File: src/rtl/aiw_pkg.sv
// Package for the affine inverse warp unit: datapath widths, register
// indexes, controller states and the controller-to-datapath command struct.
// No dependencies.
package aiw_pkg;

   // Fixed field and arithmetic widths
   localparam int COEF_W  = 32;           // Q16.16 coefficient
   localparam int FRAC_W  = 16;           // fraction bits of Q16.16
   localparam int POS_W   = 8;            // pos_x / pos_y
   localparam int PIX_W   = 24;           // pixel color
   localparam int DIM_W   = 9;            // image_width / image_height
   localparam int PROD_W  = COEF_W + POS_W + 1;   // signed coef * unsigned pos
   localparam int ACC_W   = PROD_W + 2;           // sum of three terms
   localparam int Q_W     = ACC_W - FRAC_W;       // integer part of the sum
   localparam int CSR_IDX_W = 3;

   // Register indexes
   localparam logic [CSR_IDX_W-1:0] CSR_COEF_X_OFFSET = 3'd0;
   localparam logic [CSR_IDX_W-1:0] CSR_COEF_X_BY_X   = 3'd1;
   localparam logic [CSR_IDX_W-1:0] CSR_COEF_X_BY_Y   = 3'd2;
   localparam logic [CSR_IDX_W-1:0] CSR_COEF_Y_OFFSET = 3'd3;
   localparam logic [CSR_IDX_W-1:0] CSR_COEF_Y_BY_X   = 3'd4;
   localparam logic [CSR_IDX_W-1:0] CSR_COEF_Y_BY_Y   = 3'd5;
   localparam logic [CSR_IDX_W-1:0] CSR_IMAGE_WIDTH   = 3'd6;
   localparam logic [CSR_IDX_W-1:0] CSR_IMAGE_HEIGHT  = 3'd7;

   // Register reset values
   localparam logic [COEF_W-1:0] COEF_ONE  = 32'h0001_0000;
   localparam logic [COEF_W-1:0] COEF_ZERO = 32'h0000_0000;
   localparam logic [DIM_W-1:0]  DIM_RESET = 9'd256;

   // Item codes
   localparam logic ACTION_LOAD  = 1'b0;
   localparam logic ACTION_FETCH = 1'b1;

   // Controller states
   typedef enum logic [2:0] {
      ST_IDLE,
      ST_MUL,
      ST_SUM,
      ST_CHK,
      ST_RD,
      ST_RSP
   } state_type;

   // Controller commands to the datapath
   typedef struct packed {
      logic load;      // write the request pixel into the frame store
      logic capture;   // latch the fetch coordinates
      logic mul_en;    // register the coefficient products
      logic sum_en;    // register the two mapping sums
      logic chk_en;    // truncate, bounds check, register source coordinate
      logic rd_en;     // read the frame store
   } dp_cmd_type;

endpackage

File: src/rtl/aiw_ctrl.sv
// Controller for the affine inverse warp unit: sequences one fetch through
// multiply, sum, check, read and response steps. Uses aiw_pkg.
module aiw_ctrl import aiw_pkg::*; (
   input  logic       clock,
   input  logic       reset,
   input  logic       start,
   input  logic       req_action,
   output logic       busy,
   output logic       rsp_strobe,
   output dp_cmd_type cmd
);

   state_type state_ff, state_in;
   logic      accept;

   assign accept = start && (state_ff == ST_IDLE);

   // next state
   always_comb begin
      state_in = state_ff;
      case (state_ff)
         ST_IDLE: begin
            if (accept && (req_action == ACTION_FETCH)) begin
               state_in = ST_MUL;
            end
         end
         ST_MUL:  state_in = ST_SUM;
         ST_SUM:  state_in = ST_CHK;
         ST_CHK:  state_in = ST_RD;
         ST_RD:   state_in = ST_RSP;
         ST_RSP:  state_in = ST_IDLE;
         default: state_in = ST_IDLE;
      endcase
   end

   always_ff @(posedge clock) begin
      if (reset) begin
         state_ff <= ST_IDLE;
      end else begin
         state_ff <= state_in;
      end
   end

   // outputs
   always_comb begin
      cmd        = '0;
      busy       = 1'b1;
      rsp_strobe = 1'b0;
      case (state_ff)
         ST_IDLE: begin
            busy        = 1'b0;
            cmd.load    = accept && (req_action == ACTION_LOAD);
            cmd.capture = accept && (req_action == ACTION_FETCH);
         end
         ST_MUL:  cmd.mul_en = 1'b1;
         ST_SUM:  cmd.sum_en = 1'b1;
         ST_CHK:  cmd.chk_en = 1'b1;
         ST_RD:   cmd.rd_en  = 1'b1;
         ST_RSP:  rsp_strobe = 1'b1;
         default: busy = 1'b1;
      endcase
   end

endmodule

File: config.mk
export PLATFORM = sky130hd
export DESIGN_NAME = aiw_ctrl
export DESIGN_NICKNAME = d
export VERILOG_FILES = /design/src/rtl/aiw_pkg.sv /design/src/rtl/aiw_ctrl.sv
export SDC_FILE = /design/constraint.sdc
export NUM_CORES = 1
export LEC_CHECK = 0
export BUFFER_PORTS_ARGS = -buffer_cell sky130_fd_sc_hd__buf_2
export CAP_MARGIN = 20
export CORE_AREA = 2 2 39 41
export CTS_CLUSTER_DIAMETER = 120
export DETAILED_ROUTE_END_ITERATION = 10
export DIE_AREA = 0 0 41 43
export GPL_TIMING_DRIVEN = 0
export PLACE_DENSITY = 0.39
export SLEW_MARGIN = 30
export SYNTH_ARGS = -nofsm -noshare
export SYNTH_HDL_FRONTEND = slang
export SYNTH_SLANG_ARGS = --single-unit
File: constraint.sdc
create_clock -name clock -period 1.64 [get_ports clock]
set_input_delay 0.082 -clock clock [delete_from_list [all_inputs] [get_ports clock]]
set_output_delay 0.082 -clock clock [all_outputs]
set_load 0.005 [all_outputs]
==> run_results.csv <==
group,metric,value,unit
outcome,status,"finished clean",
min_path,min_path_cells,2,
logic_synthesis,syn-cell-area,209.0,um2
floorplanning,die_area,1763,um2
sta,relSlewSlack,79.75,%
finish,fillers,148,
logic_synthesis,synthTopCellsByArea,"dfxtp_1, buf_8, nor3b_1",
placement,port-buffer-count,11,
logic_synthesis,synth-async-reset-ratio,0,%
finish,drive_gt1_share,54.05,%
worst_setup_path,required,1560,ps
finish,regMostFlops,"state_ff",
worst_setup_path,startpoint_type,"register",
route,drt_iter0_markers,7,
finish,largest_reg_flops,3,
clocking,cts_resized,0,
sta,fin_crit,1342,ps
pwr,max-vdd-ir-drop,352.4,uV
sta,finalHoldViolCount,0,
logic_synthesis,synth_ff_type,"dfxtp_1",
worst_setup_path,critical_path_buf_inv_count,3,
min_path,hp-class,"in -> reg",
clocking,cts_tree,"built",
clocking,cts_buffers,3,
floorplanning,die_h,43,um
floorplanning,rows,14,
sta,rsz0062_at_grt,"false",
worst_setup_path,cp.arrival,1260,ps
sta,setup_violations,0,
sta,worst_pin_slew,296.0,ps
logic_synthesis,yosysTopAreaCellShare,28.74,%
clocking,clock_latency,230,ps
job,maxCapViolCount,0,
pwr,p_leak,0.1689,nW
finish,stdcell_count,53,
finish,top_regs,"state_ff x3",
clocking,path_clk_slew,40,ps
finish,ff_latch_area,60.06,um2
floorplanning,start_util,15.10,%
global_route,overflow,0,
logic_synthesis,synth-seq-cells,3,
finish,multi_input_area,103.9,um2
global_route,grt_pass1_vias,189,
placement,gp_congestion,0.5873,
sta,skew,1.771,ps
pwr,p_per_area,929.8,nW/um2
worst_setup_path,cp_cell_sequence,"buf_4, nor3_1, inv_1, nor3b_2, buf_2",
worst_setup_path,rr_worst_depth,3,
route,avgRoutedWirePerCell,8.906,um
floorplanning,io_pins,12,
route,dr.pass1.iters,3,
worst_setup_path,crit_family,"buffers and inverters",
sta,clock.fmax,745.2,MHz
sta,final.setup.tns,0,ps
finish,final_nets,42,
logic_synthesis,yosys_warnings,0,
clocking,cts_sinks,3,
clocking,post_cts.repair.setup_buffers,0,
clocking,htree_levels,1,
route,drc,0,
route,drt-total-wl,472,um
worst_setup_path,worst-path-max-fanout,9,
logic_synthesis,ys_types,16,
global_route,grt_pass1_wl,779,um
worst_setup_path,cp.depth,5,
logic_synthesis,synth_nets,26,
floorplanning,die_x,41,um
finish,antenna_cells,0,
placement,dp_cells,49,
route,via_per_inst,3.962,
sta,fin_crit_sh,81.83,%
logic_synthesis,synth_top_area_cell,"dfxtp_1",
finish,synthToLayoutAreaGrowth,48.50,%
clocking,cts_root_buf,"clkbuf_4",
sta,final-max-slew-violation-count,0,
clocking,postCtsHoldBufs,0,
logic_synthesis,syn-mean-instance-area,9.498,um2
worst_setup_path,path_class,"reg -> out",
logic_synthesis,syn_inst,22,
global_route,track_usage,6.720,%
route,via_count,210,
logic_synthesis,synth-seq-area-share,28.74,%
floorplanning,core,1384,um2
worst_setup_path,crit_path_top_delay_cell,"dfxtp_1",
logic_synthesis,synth_commonest_cells,"dfxtp_1, inv_1, nor3_1, nor3b_1",
worst_setup_path,critPathMaxStageDelay,290,ps
route,final_antenna_net_count,0,
clocking,max-clock-path-buffers,2,
logic_synthesis,synth_edf_count,0,
global_route,antenna_found_initial,0,
worst_setup_path,end_kind,"primary output",
global_route,grt_start_max_net_pins,10,
## power by group
group / switching, mW / total (mW) / internal, mW
Clock: 0.0398 / 0.131 / 0.0913
Sequential: 0.00282 / 0.0824 / 0.0796
Combinational: 0.0343 / 0.0751 / 0.0407
## layer usage
layer	up-vias	GRT usage, %	routed length [um]
li1	105	-	-
met4	0	2.000	0
met2	15	6.875	183
met1	90	9.615	196
met5	-	0	0
met3	0	6.283	91
## cell type report
cell class	instances	area share, %
multi-input cells	13	33.47
flip-flops and latches	3	19.35
repair buffers	11	17.74
plain buffers	3	10.89
clock buffers	4	8.468
well taps	16	6.452
inverters	3	3.629
## worst register-to-register path, stage by stage, from the launching register on
cell,delay [ps]
dfxtp_1,310
buf_4,140
or3b_1,380
a21oi_2,130
## through the flow
step	hold WS [ps]	worst slack (ps)	instance area, um2	utilization, %	total power [mW]
final	50.98	298.0	310.3	22.42	0.2885
after global routing	48.23	210.1	310.3	22.42	0.3099
after detailed placement	287.3	525.8	284.0	20.52	0.1594
after floorplan	144.4	665.7	209.0	-	0.1332
after global placement	276.2	564.2	284.0	20.52	0.1572
after CTS	39.29	269.1	310.3	22.42	0.2961
## logic make-up (layout without fill, tap and decap cells)
kind of cell,Yosys count,count (layout),synth area share (%)
AND/OR/NAND/NOR,9,9,33.53
AO/OA/AOI/OAI,3,3,11.98
XOR/XNOR,1,1,4.192
buffers and inverters,6,21,21.56
flip-flops,3,3,28.74
## path summary, 6_finish.rpt
path,endpoint,slack [ps],from
min,state_ff[2]$_SDFFE_PP0P_,50,reset
min reg2reg,state_ff[1]$_SDFFE_PP0P_,550,state_ff[2]$_SDFFE_PP0P_
max reg2reg,state_ff[2]$_SDFFE_PP0P_,610,state_ff[2]$_SDFFE_PP0P_
max,cmd[5],300,state_ff[2]$_SDFFE_PP0P_
## cells in the final DEF (no fill, tap or decap)
cell and count:
clkbuf_4 3, buf_6 1, xnor2_1 1, buf_2 11, buf_4 1, dfxtp_1 3, clkbuf_1 1, buf_8 1
nor3b_2 1, and3_1 1, and3b_2 1, a2111oi_0 1, nand3b_1 1, a211oi_1 1, inv_1 3, nor3b_1 2
a21oi_2 1, or3b_1 1, nor3_1 2
Power figures use the tool's default switching activity.
